[config.mk]
export PLATFORM = sky130hd
export DESIGN_NAME = gf3_window_conv
export DESIGN_NICKNAME = d
export VERILOG_FILES = /design/src/rtl/gf3_pkg.sv /design/src/rtl/gf3_window_conv.sv
export SDC_FILE = /design/constraint.sdc
export NUM_CORES = 1
export LEC_CHECK = 0
export BUFFER_PORTS_ARGS = -buffer_cell sky130_fd_sc_hd__buf_2
export CELL_PAD_IN_SITES_DETAIL_PLACEMENT = 0
export CELL_PAD_IN_SITES_GLOBAL_PLACEMENT = 2
export CORE_ASPECT_RATIO = 0.75
export CORE_MARGIN = 2
export CORE_UTILIZATION = 35
export CTS_CLUSTER_SIZE = 20
export DETAILED_ROUTE_END_ITERATION = 8
export MAX_ROUTING_LAYER = met4
export PLACE_DENSITY = 0.79
export SLEW_MARGIN = 0
export SYNTH_ARGS = -nofsm -noshare
export SYNTH_HDL_FRONTEND = slang
export SYNTH_SLANG_ARGS = --single-unit
[constraint.sdc]
create_clock -name clk -period 11.8 [get_ports clk]
set_input_delay 2.36 -clock clk [delete_from_list [all_inputs] [get_ports clk]]
set_output_delay 2.36 -clock clk [all_outputs]
set_load 0.005 [all_outputs]
[src/rtl/gf3_pkg.sv]
// Shared widths, kernel weights, stage types and the convolution function of the gradient filter.
package gf3_pkg;

  localparam int PIXEL_W    = 8;
  localparam int GRAD_W     = 13;
  localparam int CFG_DATA_W = 13;
  localparam int CFG_IDX_W  = 2;
  localparam int ROW_W      = 13;
  localparam int MAX_WIDTH  = 4096;
  localparam int COL_W      = $clog2(MAX_WIDTH);
  localparam int WCNT_W     = COL_W + 1;
  localparam int LINE_W     = 2 * PIXEL_W;
  localparam int FIFO_DEPTH = 4;
  localparam int FIFO_AW    = $clog2(FIFO_DEPTH);
  localparam int ACC_W      = 16;

  localparam logic [ROW_W-1:0] HEIGHT_LIMIT = ROW_W'(4096);

  localparam logic [CFG_DATA_W-1:0] WIDTH_RESET  = CFG_DATA_W'(640);
  localparam logic [CFG_DATA_W-1:0] HEIGHT_RESET = CFG_DATA_W'(480);
  localparam logic                  FAMILY_RESET = 1'b0;
  localparam logic [1:0]            DIR_RESET    = 2'd1;

  // Configuration register indexes
  typedef enum logic [CFG_IDX_W-1:0] {
    REG_WIDTH     = 2'd0,
    REG_HEIGHT    = 2'd1,
    REG_FAMILY    = 2'd2,
    REG_DIRECTION = 2'd3
  } cfg_reg_t;

  // 3x3 window, entry row*3+col, col 2 is the newest column
  typedef logic [8:0][PIXEL_W-1:0] win_t;

  // Weights by family (Sobel, Scharr), direction (anti-diag, x, y, diag), tap
  localparam logic signed [4:0] WEIGHTS [2][4][9] = '{
    '{
      '{ 5'sd0, -5'sd2, -5'sd2, 5'sd2, 5'sd0, -5'sd2, 5'sd2, 5'sd2, 5'sd0 },
      '{ -5'sd1, 5'sd0, 5'sd1, -5'sd2, 5'sd0, 5'sd2, -5'sd1, 5'sd0, 5'sd1 },
      '{ -5'sd1, -5'sd2, -5'sd1, 5'sd0, 5'sd0, 5'sd0, 5'sd1, 5'sd2, 5'sd1 },
      '{ -5'sd2, -5'sd2, 5'sd0, -5'sd2, 5'sd0, 5'sd2, 5'sd0, 5'sd2, 5'sd2 }
    },
    '{
      '{ 5'sd0, -5'sd2, -5'sd2, 5'sd2, 5'sd0, -5'sd2, 5'sd2, 5'sd2, 5'sd0 },
      '{ -5'sd3, 5'sd0, 5'sd3, -5'sd10, 5'sd0, 5'sd10, -5'sd3, 5'sd0, 5'sd3 },
      '{ -5'sd3, -5'sd10, -5'sd3, 5'sd0, 5'sd0, 5'sd0, 5'sd3, 5'sd10, 5'sd3 },
      '{ -5'sd2, -5'sd2, 5'sd0, -5'sd2, 5'sd0, 5'sd2, 5'sd0, 5'sd2, 5'sd2 }
    }
  };

  // Line stage to window stage
  typedef struct packed {
    logic               valid;
    logic [PIXEL_W-1:0] top;
    logic [PIXEL_W-1:0] mid;
    logic [PIXEL_W-1:0] bot;
    logic               col_zero;
    logic               emit_main;
    logic               emit_tail;
    logic               drain;
  } s1_t;

  typedef struct packed {
    logic signed [GRAD_W-1:0] gradient;
    logic                     last_in_run;
    logic                     frame_end;
  } res_t;

  // Window stage to result queue: up to two results per request
  typedef struct packed {
    logic [1:0] count;
    res_t       first;
    res_t       second;
  } push_t;

  // Signed 3x3 correlation of the window with the selected kernel
  function automatic logic signed [GRAD_W-1:0] gf3_conv(win_t win, logic fam, logic [1:0] dir);
    logic signed [ACC_W-1:0] acc;
    acc = '0;
    for (int i = 0; i < 9; i++) begin
      acc = acc + ACC_W'($signed({1'b0, win[i]})) * ACC_W'(WEIGHTS[fam][dir][i]);
    end
    return $signed(acc[GRAD_W-1:0]);
  endfunction

endpackage

[src/rtl/gf3_window_conv.sv]
// 3x3 window register and the two constant-weight convolvers per request.
module gf3_window_conv (
  input  logic           clk,
  input  logic           rst,
  input  gf3_pkg::s1_t   s1,
  input  logic           kernel_family,
  input  logic [1:0]     kernel_direction,
  input  logic           room,
  output logic           advance,
  output gf3_pkg::push_t push
);
  import gf3_pkg::*;

  win_t window;
  win_t win_base;
  win_t win_a;
  win_t win_b;
  res_t res_main;
  res_t res_tail;

  // Shift the window left and insert a new right column
  function automatic win_t shift_in(win_t w, logic [PIXEL_W-1:0] top,
                                    logic [PIXEL_W-1:0] mid, logic [PIXEL_W-1:0] bot);
    win_t n;
    n = w;
    for (int r = 0; r < 3; r++) begin
      n[r*3]     = w[r*3+1];
      n[r*3 + 1] = w[r*3+2];
    end
    n[2] = top;
    n[5] = mid;
    n[8] = bot;
    return n;
  endfunction

  assign advance  = s1.valid && room;
  assign win_base = s1.col_zero ? '0 : window;
  assign win_a    = shift_in(win_base, s1.top, s1.mid, s1.bot);
  assign win_b    = shift_in(win_a, '0, '0, '0);

  // Result for the pixel up-left, and the row-end result with a zero column
  always_comb begin
    res_main.gradient    = gf3_conv(win_a, kernel_family, kernel_direction);
    res_main.last_in_run = !s1.emit_tail;
    res_main.frame_end   = 1'b0;
    res_tail.gradient    = gf3_conv(win_b, kernel_family, kernel_direction);
    res_tail.last_in_run = 1'b1;
    res_tail.frame_end   = s1.drain;
  end

  always_comb begin
    push.count  = advance ? 2'(s1.emit_main) + 2'(s1.emit_tail) : 2'd0;
    push.first  = s1.emit_main ? res_main : res_tail;
    push.second = res_tail;
  end

  // Keep the window state of the raster
  always_ff @(posedge clk) begin
    if (rst) begin
      window <= '0;
    end else if (advance) begin
      window <= s1.emit_tail ? win_b : win_a;
    end
  end

endmodule

**Word level (Yosys, flattened, before mapping)**

Index checks and enable logic that the tools add are counted.

- Flip-flop bits (word level): 72
- Word-level logic and storage cells: 54

- $add $sub $neg: 14
- Multipliers: 15
- Order comparisons: 2
- Multiplexer cells: 10
- Bitwise operators: 2
- Reductions and logical operators: 2

Operators by type and width:

| kind | number |
|---|---|
| $mux 180 | 2 |
| $mul 9x5->13 | 15 |
| $add 13x13->13 | 13 |
| $mux 72 | 2 |
| $mux 132 | 1 |
| $bmux 45 s2 | 1 |
| $mux 45 | 2 |
| $mux 15 | 1 |
| $ge 3x3->1 const B | 1 |
| $not 2->3 | 1 |
| $add 1x1->2 | 1 |
| $ge 2x2->1 const B | 1 |
| $mux 2 | 1 |
| $not 1->2 | 1 |
| $logic_and 1x1->1 | 1 |
| $logic_not 1->1 | 1 |

**Longest topological paths before layout**

Gate-level depths: netlist of run 1.

- Depth after elaboration: 17
- Gate-level depth with buffers: 30

**Worst setup path after synthesis of run 1**

OpenSTA, ideal clock, no wires.

- Kind: input to output
- From: input port kernel_direction[0]
- To: output port push[28] (netlist bit)
- Arrival: 9.732 ns
- Data required time: 9.440 ns
- Slack: -0.292 ns
- Stages: 24
- Path buffers: 4
- Path through: buf_4 -> clkinv_1 -> clkbuf_1 -> ha_1 -> clkbuf_1 -> clkbuf_1 -> nand2_1 -> fa_1 -> fa_1 -> fa_1 -> fa_1 -> fa_1 -> inv_1 -> fa_1 -> fa_1 -> fa_1 -> fa_1 -> ha_1 -> a21o_1 -> a21oi_1 -> o21ai_1 -> o41ai_1 -> xnor2_1 -> mux2_2

RTL lines:

| what | RTL line | text |
|---|---|---|
| start, declared | gf3_window_conv.sv:7 | `input logic [1:0] kernel_direction,` |
| end, declared | gf3_window_conv.sv:10 | `output gf3_pkg::push_t push` |

==> results of run 1 <==
-- routing by layer --
| metal | wire (um) | global-route usage, % | share of wire [%] |
|---|---|---|---|
| met3 | 3160 | 4.08 | 5.7 |
| met4 | 697 | 2.72 | 1.3 |
| met2 | 23600 | 34.2 | 43 |
| met1 | 28000 | 34.8 | 50 |
| met5 | 0 | - | 0 |
-- kinds of logic after synthesis --
logic type,after synthesis,share of synthesized area [%]
AO/OA/AOI/OAI,120,4.23
buffers and inverters,534,11.8
adder cells (fa/ha/maj),603,59.1
other,1,0.0218
multiplexers,10,0.648
XOR/XNOR,52,3.06
AND/OR/NAND/NOR,558,15.6
flip-flops,48,5.59
-- cell usage in the layout, fill, tap and decap left out, drive strengths merged, types with 4 or more instances in the layout --
cell type / instances
inv: 462
fa: 349
buf: 269
ha: 254
nor2: 206
nand2: 132
and2: 74
nor2b: 50
dfxtp: 48
nand2b: 45
xnor2: 39
a21oi: 38
o21ai: 34
o211ai: 25
nand3b: 24
or2: 15
xor2: 9
mux2: 9
a21o: 7
clkbuf: 6
nand4: 5
clkinv: 4
-- worst max-delay path by stage --
stage | to | cells after the start
after global placement | push[29] | 28
after CTS | push[28] | 24
after floorplan | push[28] | 26
after detailed placement | push[29] | 28
final | push[29] | 29
after global routing | push[29] | 28
-- worst max-delay path, delay by kind of cell --
family,cells,cell delay (ns)
AO/OA/AOI/OAI,4,0.74
adder cells (fa/ha/maj),11,5.02
buffers and inverters,11,1.00
AND/OR/NAND/NOR,3,0.23
-- per-stage QoR --
step	cell area (sq um)	util, %	std cells	setup TNS (ns)	hold slack [ns]
2_1_floorplan	17200	-	1926	0	0.432
6_report	20400	42.0	2786	0	0.462
4_1_cts	20300	41.8	2784	0	0.462
3_5_place_dp	19600	40.3	2762	-0.571	0.444
3_3_place_gp	19600	40.3	2762	-0.464	0.441
5_1_grt	20400	42.0	2785	-0.519	0.479
-- timing repair --
item | 4_1_cts | 5_1_grt
pin swaps | 44 | 29
setup endpoints to repair | 4 | 8
buffers inserted | 12 | 1
gates cloned | 3 | 0
resized for setup | 100 | 38
-- layout make-up --
| class | instances | area (sq um) | share of cell area (%) |
|---|---|---|---|
| well taps | 648 | 811 | 3.97 |
| repair buffers | 272 | 2160 | 10.6 |
| inverters | 465 | 1770 | 8.67 |
| clock inverters | 2 | 38.8 | 0.190 |
| flip-flops and latches | 48 | 961 | 4.70 |
| clock buffers | 6 | 139 | 0.679 |
| multi-input cells | 1344 | 14600 | 71.2 |
| diodes | 1 | 2.50 | 0.0122 |
==> impl_metrics.ini, run 1 <==
[run_status]
status = finished, final reports clean

[setup_path]
slowest_stage = fa_2
path_class = in2out
r2r_start = window[20]
worstPathMaxFanout = 6
r2r_slack_ns = 10.62
worstPathArrival_ns = 9.37
path_common_cell = fa_2
crit_start = kernel_direction[1]
cp_data_required_time_ns = 9.44
cpPeakStageDelay_ns = 0.60
cp-start-kind = input port
rr_worst_depth = 5
reg2reg_to = window[12]
end_kind = output port

[synth]
ys_top_cells_by_area = fa_1 41%, ha_1 18%, inv_1 10%, dfxtp_1 5.6%, nor2_1 4.5%
synthesis.area_sq_um = 17200
async_reset_ff_share_pct = 0
yosysWarnings = 0
synth_most_common_cell = inv_1
synth_common_cells = 462 x inv_1, 349 x fa_1, 254 x ha_1, 206 x nor2_1, 132 x nand2_1
yosys_register_bits = 48
synth.largest_area_cell = fa_1
ys_types = 48
yosysSeqAreaShare_pct = 5.59
synth_top_area_share_pct = 40.6
synth-edff-count = 0
synth.net_count = 2564
synth.avg_cell_area_sq_um = 8.93
synthesis.instances = 1926
ys.flop_type = dfxtp_1

[layout]
area_delta_synth_final_pct = 18.9
drive_gt1_share_pct = 17.8
fillers = 4966
regMostFlops = window
largest_registers = window x48
largest_reg_flops = 48
nets = 2774

[drt]
vias = 12900
initialDrtViolationCount = 716
antenna_left = 0
routed_wl_um = 55500
drc = 0
wire_per_inst_um = 19.9
viasPerCell = 4.64
drt-pass1-iter-count = 5

[global_routing]
track_usage_pct = 23.4
grt_start_max_net_pins = 74
antenna_found_initial = 1
grt_pass1_vias = 13900
grt_overflow_total = 0
grt_pass1_wl_um = 86500

[hold_path]
worstHoldPathType = reg2reg
hold_path_startpoint = window[47]
whs_path_depth = 2
min_to = window[47]

[clocking]
ctsHtreeMaxLevel = 2
cts_sinks = 48
cts_root_buf = clkbuf_16
path_clk_slew_ns = 0.08
cts_tree = yes
holdBufCountCts = 0
numCtsBuffers = 5
cts.path.max_buffers = 2
clk_latency_ns = 0.31

[place]
gp_congestion = 0.963
hpwl_um = 47900
port-buffer-count = 66
pre_cts_ws_ns = -0.285

[die]
die_y_um = 196
num_rows = 70
core_sq_um = 48600
die_w_um = 260
dieArea_sq_um = 50900
pin_count = 68
start_util_pct = 35.4

[timing]
skew_ns = 0.0101
max-slew-margin-rel_pct = 20.7
rsz0062_at_grt = yes
tightest_slew_ns = 1.18
final_max_slew_viol_count = 0
min_period_ns = 11.73
finalHoldViolCount = 0
finalCritPeriodShare_pct = 99.4
max_freq_mhz = 85.3
fin_ws_ns = 0.0702
setup_violations = 0

[flow_run]
maxCapViolations = 0
Power of run 1 is not shown: default switching activity piles up to over one toggle a cycle in this logic, so the estimate is an artifact.
==> inputs of run 2 (changes only) <==
Settings changed: SETUP_SLACK_MARGIN set to 0.5.
==> impl_metrics.ini, run 2 (synthesis results as in run 1) <==
[setup_path]
cpPeakStageDelay_ns = 0.61
crit_start = kernel_direction[1]
cp-start-kind = input port
cp_data_required_time_ns = 9.44
worstPathMaxFanout = 5
r2r_start = window[19]
worstPathArrival_ns = 9.36
slowest_stage = fa_1
path_class = in2out
end_kind = output port
path_common_cell = fa_1
r2r_slack_ns = 10.61

[timing]
finalHoldViolCount = 0
rsz0062_at_grt = yes
min_period_ns = 11.72
max_freq_mhz = 85.3
max-slew-margin-rel_pct = 28.2
totalNegativeSetupSlack_ns = 0
hold_ws_ns = 0.453
skew_ns = 0.00783
tightest_slew_ns = 1.07
finalCritPeriodShare_pct = 99.4
final_max_slew_viol_count = 0
setup_violations = 0

[clocking]
cts_root_buf = clkbuf_16
holdBufCountCts = 0
cts_tree = yes
ctsHtreeMaxLevel = 2
clk_latency_ns = 0.30
cts.path.max_buffers = 2
numCtsBuffers = 5
cts_sinks = 48
path_clk_slew_ns = 0.07

[die]
die_w_um = 260
die_y_um = 196
dieArea_sq_um = 50900
core_sq_um = 48600
pin_count = 68
num_rows = 70
start_util_pct = 35.4

[layout]
final_common_cell = inv_1
largest_reg_flops = 48
drive_gt1_share_pct = 19.3
regMostFlops = window
fillers = 4961
area_delta_synth_final_pct = 19.7
fin_cells = 2788
final_util_pct = 42.3
antennaDiodeCount = 0
largest_registers = window x48
nets = 2777
final_cell_mix = 443 x inv_1, 341 x fa_1, 241 x ha_1, 196 x nor2_1, 182 x buf_4

[drt]
drc = 0
wire_per_inst_um = 19.8
viasPerCell = 4.67
initialDrtViolationCount = 1000
drt-pass1-iter-count = 5
routed_wl_um = 55100
antenna_left = 0
vias = 13000

[run_status]
status = finished, final reports clean

[global_routing]
grt_overflow_total = 0
track_usage_pct = 23.4
antenna_found_initial = 3
grt_start_max_net_pins = 74
grt_pass1_vias = 14000
grt_pass1_wl_um = 86400

[hold_path]
hold_path_startpoint = window[47]
worstHoldPathType = reg2reg

[place]
gp_congestion = 0.912
port-buffer-count = 66
placed_cells = 2762
hpwl_um = 48400

[flow_run]
maxCapViolations = 0
==> run 2: worst paths after layout <==
| kind | to | cells after the start |
|---|---|---|
| setup / recovery | push[29] | 28 |
| hold / removal | window[47] | 2 |
| setup reg to reg | window[11] | 5 |
| hold reg to reg | window[47] | 2 |
==> run 2: final cells by class <==
type | instances | area (sq um) | share of cell area [%]
flip-flops and latches | 48 | 961 | 4.67
multi-input cells | 1344 | 14700 | 71.5
inverters | 465 | 1770 | 8.59
clock inverters | 3 | 18.8 | 0.0912
repair buffers | 275 | 2180 | 10.6
clock buffers | 5 | 125 | 0.608
well taps | 648 | 811 | 3.94
==> run 2: per-stage QoR <==
stage               area, sq um  worst slack [ns]
floorplan                 17300             0.289
global placement          19600            -0.198
detailed placement        19600            -0.256
CTS                       20200            0.0502
global route              20600            -0.153
finish                    20600            0.0761
==> run 2: worst max-delay path: cells and delay by family <==
family,cells,cell delay (ns)
AND/OR/NAND/NOR,3,0.44
AO/OA/AOI/OAI,4,0.73
buffers and inverters,10,0.87
adder cells (fa/ha/maj),11,4.96
==> run 2: timing repair <==
action / CTS / global route
pin swaps: 44 / 36
setup endpoints to repair: 14 / 15
buffers inserted: 9 / 8
resized for setup: 93 / 77
gates cloned: 1 / 0
==> run 2: layer usage <==
| metal | track usage (%) | wire length [um] | vias to the layer above |
|---|---|---|---|
| met1 | 35.6 | 27800 | 6514 |
| met3 | 2.98 | 3280 | 30 |
| li1 | - | - | 6164 |
| met2 | 34.0 | 23400 | 321 |
| met4 | 2.83 | 686 | 0 |
| met5 | - | 0 | - |
Power of run 2 is left out for the same reason.
