--- config.mk ---
export PLATFORM = sky130hd
export DESIGN_NAME = gf3_res_fifo_flat
export DESIGN_NICKNAME = d
export VERILOG_FILES = /design/src/rtl/gf3_pkg.sv /design/src/rtl/gf3_if.sv /design/src/rtl/gf3_res_fifo.sv /design/src/flat_wrapper.sv
export SDC_FILE = /design/constraint.sdc
export NUM_CORES = 1
export LEC_CHECK = 0
export BUFFER_PORTS_ARGS = -buffer_cell sky130_fd_sc_hd__buf_4
export CORE_ASPECT_RATIO = 0.8
export CORE_MARGIN = 2
export CORE_UTILIZATION = 40
export CTS_CLUSTER_DIAMETER = 50
export CTS_CLUSTER_SIZE = 8
export DETAILED_ROUTE_END_ITERATION = 10
export MAX_ROUTING_LAYER = met4
export PLACE_DENSITY = 0.69
export SYNTH_ARGS = -nofsm -noshare
export SYNTH_HDL_FRONTEND = slang
export SYNTH_SLANG_ARGS = --single-unit
--- constraint.sdc ---
create_clock -name clk -period 1.87 [get_ports clk]
set_input_delay 0.0935 -clock clk [delete_from_list [all_inputs] [get_ports clk]]
set_output_delay 0.0935 -clock clk [all_outputs]
set_load 0.01 [all_outputs]
--- src/rtl/gf3_pkg.sv ---
// Shared widths, kernel weights, stage types and the convolution function of the gradient filter.
package gf3_pkg;

  localparam int PIXEL_W    = 8;
  localparam int GRAD_W     = 13;
  localparam int CFG_DATA_W = 13;
  localparam int CFG_IDX_W  = 2;
  localparam int ROW_W      = 13;
  localparam int MAX_WIDTH  = 4096;
  localparam int COL_W      = $clog2(MAX_WIDTH);
  localparam int WCNT_W     = COL_W + 1;
  localparam int LINE_W     = 2 * PIXEL_W;
  localparam int FIFO_DEPTH = 4;
  localparam int FIFO_AW    = $clog2(FIFO_DEPTH);
  localparam int ACC_W      = 16;

  localparam logic [ROW_W-1:0] HEIGHT_LIMIT = ROW_W'(4096);

  localparam logic [CFG_DATA_W-1:0] WIDTH_RESET  = CFG_DATA_W'(640);
  localparam logic [CFG_DATA_W-1:0] HEIGHT_RESET = CFG_DATA_W'(480);
  localparam logic                  FAMILY_RESET = 1'b0;
  localparam logic [1:0]            DIR_RESET    = 2'd1;

  // Configuration register indexes
  typedef enum logic [CFG_IDX_W-1:0] {
    REG_WIDTH     = 2'd0,
    REG_HEIGHT    = 2'd1,
    REG_FAMILY    = 2'd2,
    REG_DIRECTION = 2'd3
  } cfg_reg_t;

  // 3x3 window, entry row*3+col, col 2 is the newest column
  typedef logic [8:0][PIXEL_W-1:0] win_t;

  // Weights by family (Sobel, Scharr), direction (anti-diag, x, y, diag), tap
  localparam logic signed [4:0] WEIGHTS [2][4][9] = '{
    '{
      '{ 5'sd0, -5'sd2, -5'sd2, 5'sd2, 5'sd0, -5'sd2, 5'sd2, 5'sd2, 5'sd0 },
      '{ -5'sd1, 5'sd0, 5'sd1, -5'sd2, 5'sd0, 5'sd2, -5'sd1, 5'sd0, 5'sd1 },
      '{ -5'sd1, -5'sd2, -5'sd1, 5'sd0, 5'sd0, 5'sd0, 5'sd1, 5'sd2, 5'sd1 },
      '{ -5'sd2, -5'sd2, 5'sd0, -5'sd2, 5'sd0, 5'sd2, 5'sd0, 5'sd2, 5'sd2 }
    },
    '{
      '{ 5'sd0, -5'sd2, -5'sd2, 5'sd2, 5'sd0, -5'sd2, 5'sd2, 5'sd2, 5'sd0 },
      '{ -5'sd3, 5'sd0, 5'sd3, -5'sd10, 5'sd0, 5'sd10, -5'sd3, 5'sd0, 5'sd3 },
      '{ -5'sd3, -5'sd10, -5'sd3, 5'sd0, 5'sd0, 5'sd0, 5'sd3, 5'sd10, 5'sd3 },
      '{ -5'sd2, -5'sd2, 5'sd0, -5'sd2, 5'sd0, 5'sd2, 5'sd0, 5'sd2, 5'sd2 }
    }
  };

  // Line stage to window stage
  typedef struct packed {
    logic               valid;
    logic [PIXEL_W-1:0] top;
    logic [PIXEL_W-1:0] mid;
    logic [PIXEL_W-1:0] bot;
    logic               col_zero;
    logic               emit_main;
    logic               emit_tail;
    logic               drain;
  } s1_t;

  typedef struct packed {
    logic signed [GRAD_W-1:0] gradient;
    logic                     last_in_run;
    logic                     frame_end;
  } res_t;

  // Window stage to result queue: up to two results per request
  typedef struct packed {
    logic [1:0] count;
    res_t       first;
    res_t       second;
  } push_t;

  // Signed 3x3 correlation of the window with the selected kernel
  function automatic logic signed [GRAD_W-1:0] gf3_conv(win_t win, logic fam, logic [1:0] dir);
    logic signed [ACC_W-1:0] acc;
    acc = '0;
    for (int i = 0; i < 9; i++) begin
      acc = acc + ACC_W'($signed({1'b0, win[i]})) * ACC_W'(WEIGHTS[fam][dir][i]);
    end
    return $signed(acc[GRAD_W-1:0]);
  endfunction

endpackage

--- src/rtl/gf3_if.sv ---


interface gf3_res_if;
  import gf3_pkg::*;
  logic                     valid;
  logic                     ready;
  logic signed [GRAD_W-1:0] gradient;
  logic                     last_in_run;
  logic                     frame_end;
  modport source (output valid, output gradient, output last_in_run, output frame_end,
                  input ready);
  modport sink (input valid, input gradient, input last_in_run, input frame_end,
                output ready);
endinterface

--- src/rtl/gf3_res_fifo.sv ---
// Small result queue taking up to two results per cycle and giving one.
module gf3_res_fifo (
  input  logic           clk,
  input  logic           rst,
  input  gf3_pkg::push_t push,
  output logic           room,
  gf3_res_if.source      res
);
  import gf3_pkg::*;

  res_t                 entries [FIFO_DEPTH];
  logic [FIFO_AW-1:0]   wp;
  logic [FIFO_AW-1:0]   rp;
  logic [FIFO_AW:0]     count;
  logic                 pop;
  res_t                 head;

  assign room            = count <= (FIFO_AW+1)'(FIFO_DEPTH - 2);
  assign head            = entries[rp];
  assign res.valid       = count != '0;
  assign res.gradient    = head.gradient;
  assign res.last_in_run = head.last_in_run;
  assign res.frame_end   = head.frame_end;
  assign pop             = res.valid && res.ready;

  // Store incoming results
  always_ff @(posedge clk) begin
    if (push.count != 2'd0) begin
      entries[wp] <= push.first;
    end
    if (push.count == 2'd2) begin
      entries[wp + FIFO_AW'(1)] <= push.second;
    end
  end

  // Advance pointers and occupancy
  always_ff @(posedge clk) begin
    if (rst) begin
      wp    <= '0;
      rp    <= '0;
      count <= '0;
    end else begin
      wp    <= wp + FIFO_AW'(push.count);
      rp    <= rp + FIFO_AW'(pop);
      count <= count + (FIFO_AW+1)'(push.count) - (FIFO_AW+1)'(pop);
    end
  end

endmodule

--- src/flat_wrapper.sv ---
// flat-port wrapper written by rule: the top's interface ports become plain ports
module gf3_res_fifo_flat import gf3_pkg::*;
  (clk, rst, push, room, res_valid, res_gradient, res_last_in_run, res_frame_end, res_ready);
  gf3_res_if res_i ();
  input  logic clk;
  input  logic rst;
  input  gf3_pkg::push_t push;
  output logic room;
  output wire logic [$bits(res_i.valid)-1:0] res_valid;
  output wire logic [$bits(res_i.gradient)-1:0] res_gradient;
  output wire logic [$bits(res_i.last_in_run)-1:0] res_last_in_run;
  output wire logic [$bits(res_i.frame_end)-1:0] res_frame_end;
  input wire logic [$bits(res_i.ready)-1:0] res_ready;
  assign res_valid = res_i.valid;
  assign res_gradient = res_i.gradient;
  assign res_last_in_run = res_i.last_in_run;
  assign res_frame_end = res_i.frame_end;
  assign res_i.ready = res_ready;
  gf3_res_fifo u_core (.clk(clk), .rst(rst), .push(push), .room(room), .res(res_i));
endmodule
# Word level (Yosys, flattened, before mapping)
# Memory sizes are Yosys's and may differ from the RTL's. A register that Yosys moved wholly into a read port is not among the register bits.
# Index checks and enable logic that the tools add are counted.
[op_classes]
n_addsub = 5
magnitude_cmp = 1
n_eq_ne = 1
n_mux = 5
n_reduce_logical = 3
[op_table]
columns = ["cell", "n"]
rows = [
  ["$mux W1", 4],
  ["$add A3 B2 Y3", 1],
  ["$le A3 B2 Y1 const B", 1],
  ["$reduce_bool A3 Y1", 1],
  ["$sub A3 B1 Y3", 1],
  ["$add A2 B1 Y2", 1],
  ["$add A2 B1 Y2 const B", 1],
  ["$add A2 B2 Y2", 1],
  ["$eq A2 B2 Y1 const B", 1],
  ["$mux W2", 1],
  ["$reduce_bool A2 Y1", 1],
  ["$logic_and A1 B1 Y1", 1],
]
[word_totals]
ff_bits = 7
mem_bits_rw = 60
input_bits = 35
out_inout_bits = 17
word_cells = 19
n_memories = 1
[memory_table]
columns = ["name", "depth", "word_bits", "read_ports", "rd_clocked_by_memory_dff", "wr", "line", "rtl"]
rows = [
  ["u_core.entries", 4, 15, 1, 1, 2, "gf3_res_fifo.sv:11", "res_t entries [FIFO_DEPTH];"],
]

# Logic depth before layout (Yosys ltp)
# Gate-level depths: netlist (run 1).
[depth]
word_depth = 4
ltp_mapped = 7
mapped_depth_nobuf = 6

# Least setup slack after synthesis (run 1)
# Ideal clock, no wire load.
[synth_path]
kind = "reg-to-reg"
from = "reg u_core.wp[0]"
to = "mem u_core.entries[0][0] (netlist bit) (enable)"
setup_ns = 0.411
arrival_ns = 1.665
required_time_ns = 1.459
path_slack_ns = -0.206
path_stages_with_launch = 3
n_path_buf = 1
period_less_slack_ns = 2.076
cell_sequence = "dfxtp_1 -> buf_6 -> o31ai_1"
[synth_rtl]
columns = ["element", "line", "rtl"]
rows = [
  ["start, declared", "gf3_res_fifo.sv:12", "logic [FIFO_AW-1:0] wp;"],
  ["start signal, assigned", "gf3_res_fifo.sv:43", "wp <= wp + FIFO_AW'(push.count);"],
  ["end, declared", "gf3_res_fifo.sv:11", ""],
]

# Worst setup path in the final report (run 1)
[layout_path]
from = "reg u_core.count[1]"
to = "reg u_core.count[2]"
[layout_via]
elab_chain_len = 3
word_cells_on_any_way = 4
cone_classes = "2 x add/sub; 2 x reduce/logical"
[layout_lines]
columns = ["element", "line", "rtl"]
rows = [
  ["start, declared", "gf3_res_fifo.sv:14", "logic [FIFO_AW:0] count;"],
  ["start signal, assigned", "gf3_res_fifo.sv:45", "count <= count + (FIFO_AW+1)'(push.count) - (FIFO_AW+1)'(pop);"],
  ["branches (longest 2 deep; another with $add A3 B2 Y3)", "--", ""],
  ["$sub A3 B1 Y3 *", "gf3_res_fifo.sv:45", ""],
]
# Mark *: on every way between the ends.
# A chain may end at the register's enable or synchronous reset.

==> metrics.md, run 1 <==
| Metric | Value |
|---|---|
| Via count | `1931` |
| Clock sink total | `67` |
| CP Class | `flop to flop` |
| # diodes | `0` |
| Critical path depth | `6` |
| Seq/Total Area, Yosys | `56.3%` |
| Routed WL per cell | `around 18 µm` |
| Family with the most delay on the worst path | `adder cells` |
| CP max stage cell | `fa_1` |
| Leak pwr | `1.63 nW` |
| Boundary Pins | `52` |
| Top-area cell type share of the netlist area | `52.2%` |
| Area delta synth->final | `24.2%` |
| Pwr/cell area | `1010 mW/mm²` |
| CP peak stage delay | `around 0.38 ns` |
| First-pass GRT wire length | `10700 µm` |
| Clock-pin slew on the worst setup and hold paths | `0.06 ns` |
| Die width | `108 µm` |
| Final HPWL DP | `around 4700 µm` |
| Commonest non-fill, non-tap cells in the layout | `74 x buf_4, 60 x edfxtp_1, 48 x mux2_2` |
| Distinct cell type count of the synthesized netlist | `29` |
| Total of max-cap violations | `0` |
| Fin Clk Skew | `0.00563 ns` |
| Initial Utilization | `40.9%` |
| Setup WS pre-CTS | `0.0182 ns` |
| Post-DRT Antenna Nets | `0` |
| Layout Cells excl Fill | `382` |
| Synth Net Count | `232` |
| Post-Syn Area per Cell | `roughly 18 µm²` |
| Fin Setup TNS | `0 ns` |
| IO buf count | `51` |
| Power, Total | `approximately 4.3 mW` |
| Worst-Margin Slew | `0.456 ns` |
| WP buf/inv | `0` |
| Fin. max-slew vios | `0` |
| GRT overflow | `0` |
| Worst setup EP type | `flop` |
| Routability cong. | `~0.79` |
| Drt total wl | `6840 µm` |
| Die height | `87.1 µm` |
| Worst endpoint required time | `2.14 ns` |
| Period utilization | `96.1%` |
| Syn. warnings | `0` |
| CTS tree | `done` |
| CTS H-tree depth | `3` |
| Core Box Area | `0.00845 mm²` |
| Critical Path Fanout Max | `5` |
| Vias per cell | `5.05` |
| Min cycle time layout | `1.80 ns` |
| Maximum buffer depth of the clock tree | `2` |
| Crit start category | `flop` |
| Worst Setup Slack, final | `0.0727 ns` |
| Post-DP Area | `0.00409 mm²` |
| Largest net degree at the start of global routing | `16` |
| Most common cell after layout, fill and taps aside | `buf_4` |
| Buffer count from post-CTS setup fixing | `0` |
| DRC Markers | `0` |
| Largest area contributor in the netlist | `edfxtp_1` |
| Mapped Area | `around 0.0035 mm²` |
| Final hold violation count | `0` |
| Iteration-0 DRC Markers | `83` |
| Reg2Reg Depth | `6` |
| Synth Register Bits | `between 60 and 70` |
| Peak VDD IR | `~500 µV` |
| Placed Cells | `around 370` |
| Hold Path Stages | `2` |
| Layout cell share with drive strength beyond 1 | `62.6%` |
| CP cell instances | `o31ai_4, mux2i_1, ha_1, fa_1, xnor3_1, nor2_1` |
| CP arrival | `2.06 ns` |
| Initial antenna violation count | `0` |
| Drt pass-1 iters | `4` |
| Clk_lat worst skew | `approximately 0.33 ns` |
| Post-route cell area | `0.00429 mm²` |
| Total Routing Usage GR | `between 15 and 20%` |
| Final nets | `305` |
| Synth area leaders | `edfxtp_1 52%, mux2_2 16%, mux4_2 9.8%, mux2_4 4.3%, dfxtp_1 4.1%` |
| Post-Synthesis Cells | `193` |
| Count of final setup violators | `0` |
| Row count | `30` |
| FMAX | `556 MHz` |
| Clock Tree Root | `clkbuf_8` |
| Die Area | `0.00939 mm²` |
| CTS Buf Count | `9` |
| HP Class | `input pin to flop` |
| Max-slew headroom | `69.2%` |
| Vias in the first global route | `about 2100` |
| Outcome | `complete, no violations` |
==> sequential cells by signal, indices dropped and copies added (netlist names) <==
signal          cells
u_core.wp           2
u_core.count        3
u_core.entries     60
u_core.rp           2
==> Yosys cell counts <==
| cell | number |
|---|---|
| nor4bb_1 | 1 |
| a21oi_1 | 1 |
| buf_8 | 1 |
| and4bb_1 | 1 |
| mux2_4 | 10 |
| mux2i_1 | 2 |
| fa_1 | 1 |
| edfxtp_1 | 60 |
| buf_6 | 4 |
| buf_2 | 4 |
| xnor3_1 | 2 |
| nand4b_4 | 1 |
| buf_4 | 4 |
| o21ba_2 | 1 |
| o311ai_0 | 1 |
| dfxtp_1 | 7 |
| inv_1 | 3 |
| mux2_2 | 48 |
| a21o_1 | 1 |
| or3_1 | 1 |
| or2_2 | 1 |
| nor2b_1 | 6 |
| mux2_1 | 4 |
| mux4_2 | 15 |
| nor4b_4 | 1 |
| clkbuf_1 | 1 |
| ha_1 | 3 |
| o31ai_1 | 2 |
| nor2_1 | 6 |
==> power by group <==
| group | total (mW) | switching [mW] | internal [mW] |
|---|---|---|---|
| registers | 1.93 | 0.0803 | 1.85 |
| logic | 1.29 | 0.542 | 0.743 |
| clock network | 1.10 | 0.501 | 0.598 |
| total | 4.31 | 1.12 | 3.19 |
==> final cells by class <==
type,count,area (µm²)
timing repair buffer,76,586
clock buffer,11,131
sequential,67,1950
multi-input combinational,109,1430
clock inverter,4,42.5
inverter,3,11.3
tap,112,140
fill,742,4160
==> worst paths after layout <==
kind / from / endpoint / slack [ns]
hold reg to reg: u_core.count[2] / u_core.count[2] / 0.71
setup / recovery: u_core.count[1] / u_core.count[2] / 0.07
setup reg to reg: u_core.count[1] / u_core.count[2] / 0.07
hold / removal: push[23] / u_core.entries[2][8] / 0.07
==> kinds of logic after synthesis <==
group / after synthesis / share of synthesized area (%)
AO/OA/AOI/OAI: 6 / 1.34
flip-flops: 67 / 56.3
buffers and inverters: 17 / 3.62
AND/OR/NAND/NOR: 18 / 4.13
multiplexers: 79 / 31.7
XOR/XNOR: 2 / 1.30
adder cells (fa/ha/maj): 4 / 1.67
==> what timing repair did <==
item	4_1_cts	5_1_grt
hold buffers	1	0
endpoints found under the hold margin	5	0
setup endpoints to repair	0	1
resized for setup	0	5
==> worst register-to-register path, stage by stage, from the launching register on <==
cell	delay (ns)
dfxtp_4	0.36
o31ai_4	0.25
mux2i_1	0.10
ha_1	0.20
fa_1	0.38
xnor3_1	0.35
nor2_1	0.09
==> routing by layer <==
metal / GRT usage, % / routed length, µm / vias to the layer above / share of wire, %
met2: 27.1 / 3600 / 53 / 53
li1: - / - / 911 / -
met1: 18.8 / 2870 / 957 / 42
met3: 3.74 / 287 / 10 / 4.2
met5: - / 0 / - / 0
met4: 6.29 / 93 / 0 / 1.4
==> stage by stage <==
stage	hold slack, ns	utilization (%)
after floorplan	0.165	-
after global placement	0.342	48.4
after detailed placement	0.346	48.4
after CTS	0.0599	50.5
after global routing	0.0681	50.8
final	0.0731	50.8
(Power assumes the default switching activity.)
==> run 2, diff against run 1 <==
Settings changed: GPL_TIMING_DRIVEN set to 0.
==> metrics.md, run 2 (same netlist as run 1, synthesis figures left out) <==
| Metric | Value |
|---|---|
| Die width | `108 µm` |
| Final HPWL DP | `between 4000 and 5000 µm` |
| Met1 Use GR | `around 19%` |
| Initial antenna violation count | `0` |
| Clk_lat worst skew | `0.34 ns` |
| Fin Clk Skew | `between 0.009 and 0.01 ns` |
| Pwr/cell area | `between 1000 and 1500 mW/mm²` |
| CTS H-tree depth | `3` |
| Layout cell share with drive strength beyond 1 | `63.2%` |
| CTS tree | `done` |
| Die height | `87.1 µm` |
| Count of final setup violators | `0` |
| Total Routing Usage GR | `15.9%` |
| Area delta synth->final | `23.2%` |
| Fin. max-slew vios | `0` |
| GRT Max-Usage Layer | `met2` |
| CTS Buf Count | `9` |
| FMAX | `548 MHz` |
| Routed WL per cell | `18.1 µm` |
| # diodes | `0` |
| Via count | `1900` |
| Met3 GRT Util | `4.79%` |
| Final hold violation count | `0` |
| Crit start category | `flop` |
| Multi-input logic area | `between 0.001 and 0.0015 mm²` |
| Drt total wl | `6760 µm` |
| Max reg flops | `60` |
| CP arrival | `2.10 ns` |
| Worst setup path endpoint | `u_core.count[2]` |
| Layout Utilization | `between 50% and 60%` |
| Routability cong. | `0.739` |
| Boundary Pins | `52` |
| Crit Reg-Reg Endpoint | `u_core.count[2]` |
| Commonest non-fill, non-tap cells in the layout | `60 x edfxtp_1, 53 x buf_4, 48 x mux2_2` |
| Initial Utilization | `about two fifths` |
| Leak pwr | `between 1.5 and 2 nW` |
| Clock-pin slew on the worst setup and hold paths | `0.08 ns` |
| Clock sink total | `67` |
| Maximum buffer depth of the clock tree | `2` |
| Critical Path Start | `u_core.count[2]` |
| Peak VDD IR | `390 µV` |
| Final nets | `295` |
| Max-slew headroom | `37.5%` |
| Vias in the first global route | `1973` |
| Die Area | `0.00939 mm²` |
| Post-DRT Antenna Nets | `0` |
| Worst setup EP type | `flop` |
| Period utilization | `97.5%` |
| IO buf count | `50` |
| Min cycle time layout | `about 1.8 ns` |
| Total of max-cap violations | `0` |
| Vias per cell | `5.09` |
| Register area | `0.00195 mm²` |
| Worst-Margin Slew | `approximately 0.94 ns` |
| Outcome | `complete, no violations` |
| Critical Path Fanout Max | `5` |
| CP Class | `flop to flop` |
| HP Class | `input pin to flop` |
| Reg2Reg Depth | `6` |
| Worst r2r src | `u_core.count[2]` |
| DRC Markers | `0` |
| M2 GR Usage | `26.0%` |
| FF-to-FF setup slack | `roughly 0.046 ns` |
| Reg with most FFs | `u_core.entries` |
| First-pass GRT wire length | `roughly 10000 µm` |
| RSZ-0062 raised after global routing | `yes` |
| Largest net degree at the start of global routing | `16` |
| Clock Tree Root | `clkbuf_8` |
| Worst endpoint required time | `roughly 2.2 ns` |
| Largest registers | `u_core.entries x60, u_core.count x3` |
| Row count | `30` |
| Core Box Area | `0.00845 mm²` |
| Power, Total | `around 4.4 mW` |
| Most common cell after layout, fill and taps aside | `edfxtp_1` |
| Drt pass-1 iters | `4` |
| GRT overflow | `0` |
| Iteration-0 DRC Markers | `83` |
| Fillers | `a little over 700` |
[run 2: how the worst min path moves through the flow]
stage / start / end / slack [ns] / cells after the start
after floorplan: rst / u_core.count[0] / 0.17 / 1
after global placement: rst / u_core.count[2] / 0.34 / 2
after detailed placement: rst / u_core.wp[1] / 0.34 / 2
after CTS: push[21] / u_core.entries[2][6] / 0.04 / 2
after global routing: push[21] / u_core.entries[2][6] / 0.04 / 2
final: push[21] / u_core.entries[2][6] / 0.06 / 2
[run 2: timing repair]
item	in CTS	in global routing
pin swaps	1	1
endpoints found under the hold margin	5	0
buffers inserted	1	0
hold buffers	1	0
setup endpoints to repair	26	21
resized for setup	8	5
[run 2: area by class of cell]
cell class | count | share of cell area (%)
Sequential cell | 67 | 45.7
Multi-Input combinational cell | 109 | 33.4
Timing Repair Buffer | 53 | 9.59
Tap cell | 112 | 3.30
Buffer | 13 | 3.18
Clock buffer | 9 | 2.91
Clock inverter | 7 | 1.59
Inverter | 3 | 0.265
[run 2: per-stage QoR]
| stage | std cells | cell area, µm² | setup TNS (ns) | setup slack, ns | hold WS, ns |
|---|---|---|---|---|---|
| finish | 373 | 4250 | 0 | 0.0458 | 0.0570 |
| global route | 373 | 4250 | -0.0302 | -0.0302 | 0.0374 |
| CTS | 373 | 4240 | 0 | 0.00582 | 0.0385 |
| detailed placement | 356 | 4000 | -3.43 | -0.223 | 0.341 |
| global placement | 355 | 3970 | -17.86 | -0.379 | 0.340 |
| floorplan | 193 | 3460 | 0 | 0.0691 | 0.165 |
[run 2: per-layer routing]
metal / routed length (µm) / vias up
met1: 2980 / 944
met3: 286 / 6
met5: 0 / -
met2: 3430 / 61
met4: 70 / 0
li1: - / 889
[run 2: worst max-delay path, stage by stage, from the launching register on]
cell and delay [ns]:
dfxtp_1 0.41, o31ai_2 0.09, buf_4 0.14, or2_2 0.29, fa_1 0.42, xnor3_1 0.34, nor2_1 0.08
[run 2: power breakdown]
group,internal [mW],switching (mW),total (mW)
Sequential,1.84,0.0822,1.93
Clock,0.610,0.544,1.15
Combinational,0.740,0.538,1.28
==> run 3, diff against run 2 <==
==> constraint.sdc (replaced) <==
create_clock -name clk -period 1.87 [get_ports clk]
set_input_delay 0.187 -clock clk [delete_from_list [all_inputs] [get_ports clk]]
set_output_delay 0.187 -clock clk [all_outputs]
set_load 0.01 [all_outputs]
==> metrics.md, run 3 (same netlist as run 1, synthesis figures left out) <==
| Metric | Value |
|---|---|
| Drt total wl | `6800 µm` |
| Placed Cells | `356` |
| CP arrival | `1.63 ns` |
| Worst Setup Slack, final | `0.0490 ns` |
| CP peak stage delay | `0.52 ns` |
| FMAX | `between 500 and 600 MHz` |
| Post-DRT Antenna Nets | `0` |
| Routed WL per cell | `about 18 µm` |
| Fin Clk Skew | `around 0.011 ns` |
| Initial antenna violation count | `0` |
| Crit start category | `flop` |
| Routability cong. | `0.739` |
| First-pass GRT wire length | `10400 µm` |
| Boundary Pins | `52` |
| Drt pass-1 iters | `4` |
| Worst endpoint required time | `1.68 ns` |
| GRT overflow | `0` |
| Area delta synth->final | `24.0%` |
| Most common cell after layout, fill and taps aside | `edfxtp_1` |
| FF-to-FF setup slack | `0.06 ns` |
| Critical Path Fanout Max | `10` |
| Min cycle time layout | `1.82 ns` |
| Setup WS pre-CTS | `-0.273 ns` |
| Vias in the first global route | `1974` |
| CTS Buf Count | `9` |
| CP cell instances | `buf_8, buf_12, mux4_2, buf_4` |
| Via count | `1931` |
| HP Start | `rst` |
| Core Box Area | `0.00845 mm²` |
| Leak pwr | `1.60 nW` |
| Fin Setup TNS | `0 ns` |
| Row count | `30` |
| HP Class | `input pin to flop` |
| Hold Path Stages | `2` |
| Initial Utilization | `40.9%` |
| Die Area | `0.00939 mm²` |
| Power, Total | `4.42 mW` |
| CP Class | `flop to output port` |
| Largest registers | `u_core.entries x60, u_core.count x3` |
| Commonest non-fill, non-tap cells in the layout | `60 x edfxtp_1, 58 x buf_4, 48 x mux2_2` |
| Hold_buf cts | `0` |
| Largest net degree at the start of global routing | `16` |
| Clk_lat worst skew | `0.34 ns` |
| Outcome | `complete, no violations` |
| Fin. max-slew vios | `0` |
| Worst setup EP type | `output port` |
| CP max stage cell | `mux4_2` |
| IO buf count | `50` |
| Clock-pin slew on the worst setup and hold paths | `0.07 ns` |
| Final hold violation count | `0` |
| Pwr/cell area | `1030 mW/mm²` |
| Max reg flops | `60` |
| # diodes | `0` |
| Reg with most FFs | `u_core.entries` |
| Total Routing Usage GR | `15.9%` |
| Clock sink total | `67` |
| Clock Tree Root | `clkbuf_8` |
| Layout Cells excl Fill | `~380` |
| Crit Reg-Reg Endpoint | `u_core.entries[1][13]` |
| Max-slew headroom | `between 30% and 40%` |
| WP buf/inv | `3` |
| Final nets | `298` |
| Maximum buffer depth of the clock tree | `2` |
| Die height | `a little under 90 µm` |
| Peak VDD IR | `391 µV` |
| Count of final setup violators | `0` |
| Period utilization | `slightly below 100%` |
| CTS H-tree depth | `3` |
| Final HPWL DP | `approximately 4500 µm` |
| Total of max-cap violations | `0` |
| Family with the most delay on the worst path | `multiplexers` |
| Worst Hold End | `u_core.count[2]` |
| Vias per cell | `5.14` |
| Worst r2r src | `u_core.wp[0]` |
| CTS tree | `done` |
| Worst-Margin Slew | `0.958 ns` |
| Reg2Reg Depth | `4` |
| Layout cell share with drive strength beyond 1 | `64.4%` |
| Die width | `108 µm` |
| DRC Markers | `0` |
| Iteration-0 DRC Markers | `67` |
[run 3: cell types whose count changed in the layout (fill, tap and decap cells not counted), sizes merged]
cell and delta:
buf +4, dlygate4sd3 -1
[run 3: cell type report]
cell class	count	area, µm²
Clock inverter	7	67.6
Clock buffer	9	124
Sequential cell	67	1950
Tap cell	112	140
Timing Repair Buffer	56	428
Multi-Input combinational cell	109	1430
Buffer	13	133
Inverter	3	11.3
Fill cell	710	4170
[run 3: worst max path at each step]
stage / from / to / cells past startpoint
after global routing: u_core.rp[0] / res_gradient[3] / 4
final: u_core.rp[0] / res_gradient[3] / 4
after global placement: push[30] / u_core.entries[3][6] / 4
after detailed placement: push[30] / u_core.entries[2][4] / 6
after CTS: u_core.count[0] / u_core.count[2] / 6
after floorplan: u_core.count[0] / u_core.count[2] / 6
[run 3: power breakdown]
part,internal [mW],switching [mW],total [mW]
Combinational,0.771,0.550,1.32
Sequential,1.85,0.0894,1.94
Clock,0.610,0.548,1.16
[run 3: timing repair]
| item | in CTS | in global routing |
|---|---|---|
| endpoints found under the setup margin | 26 | 16 |
| resized for setup | 10 | 5 |
| pin swaps | 1 | 1 |
| setup buffers | 5 | 0 |
[run 3: per-stage QoR]
| stage | hold slack, ns | util (%) | area [µm²] |
|---|---|---|---|
| after floorplan | 0.259 | - | 3460 |
| after global placement | 0.434 | 47.0 | 3970 |
| after detailed placement | 0.435 | 47.4 | 4000 |
| after CTS | 0.0676 | 50.5 | 4260 |
| after global routing | 0.0699 | 50.7 | 4280 |
| final | 0.0849 | 50.7 | 4280 |
[run 3: layer usage]
metal | vias to the layer above | routed length (µm) | track usage [%]
li1 | 902 | - | -
met1 | 964 | 3000 | 19.3
met2 | 59 | 3430 | 26.1
met3 | 6 | 309 | 4.71
met4 | 0 | 64 | 3.96
met5 | - | 0 | -
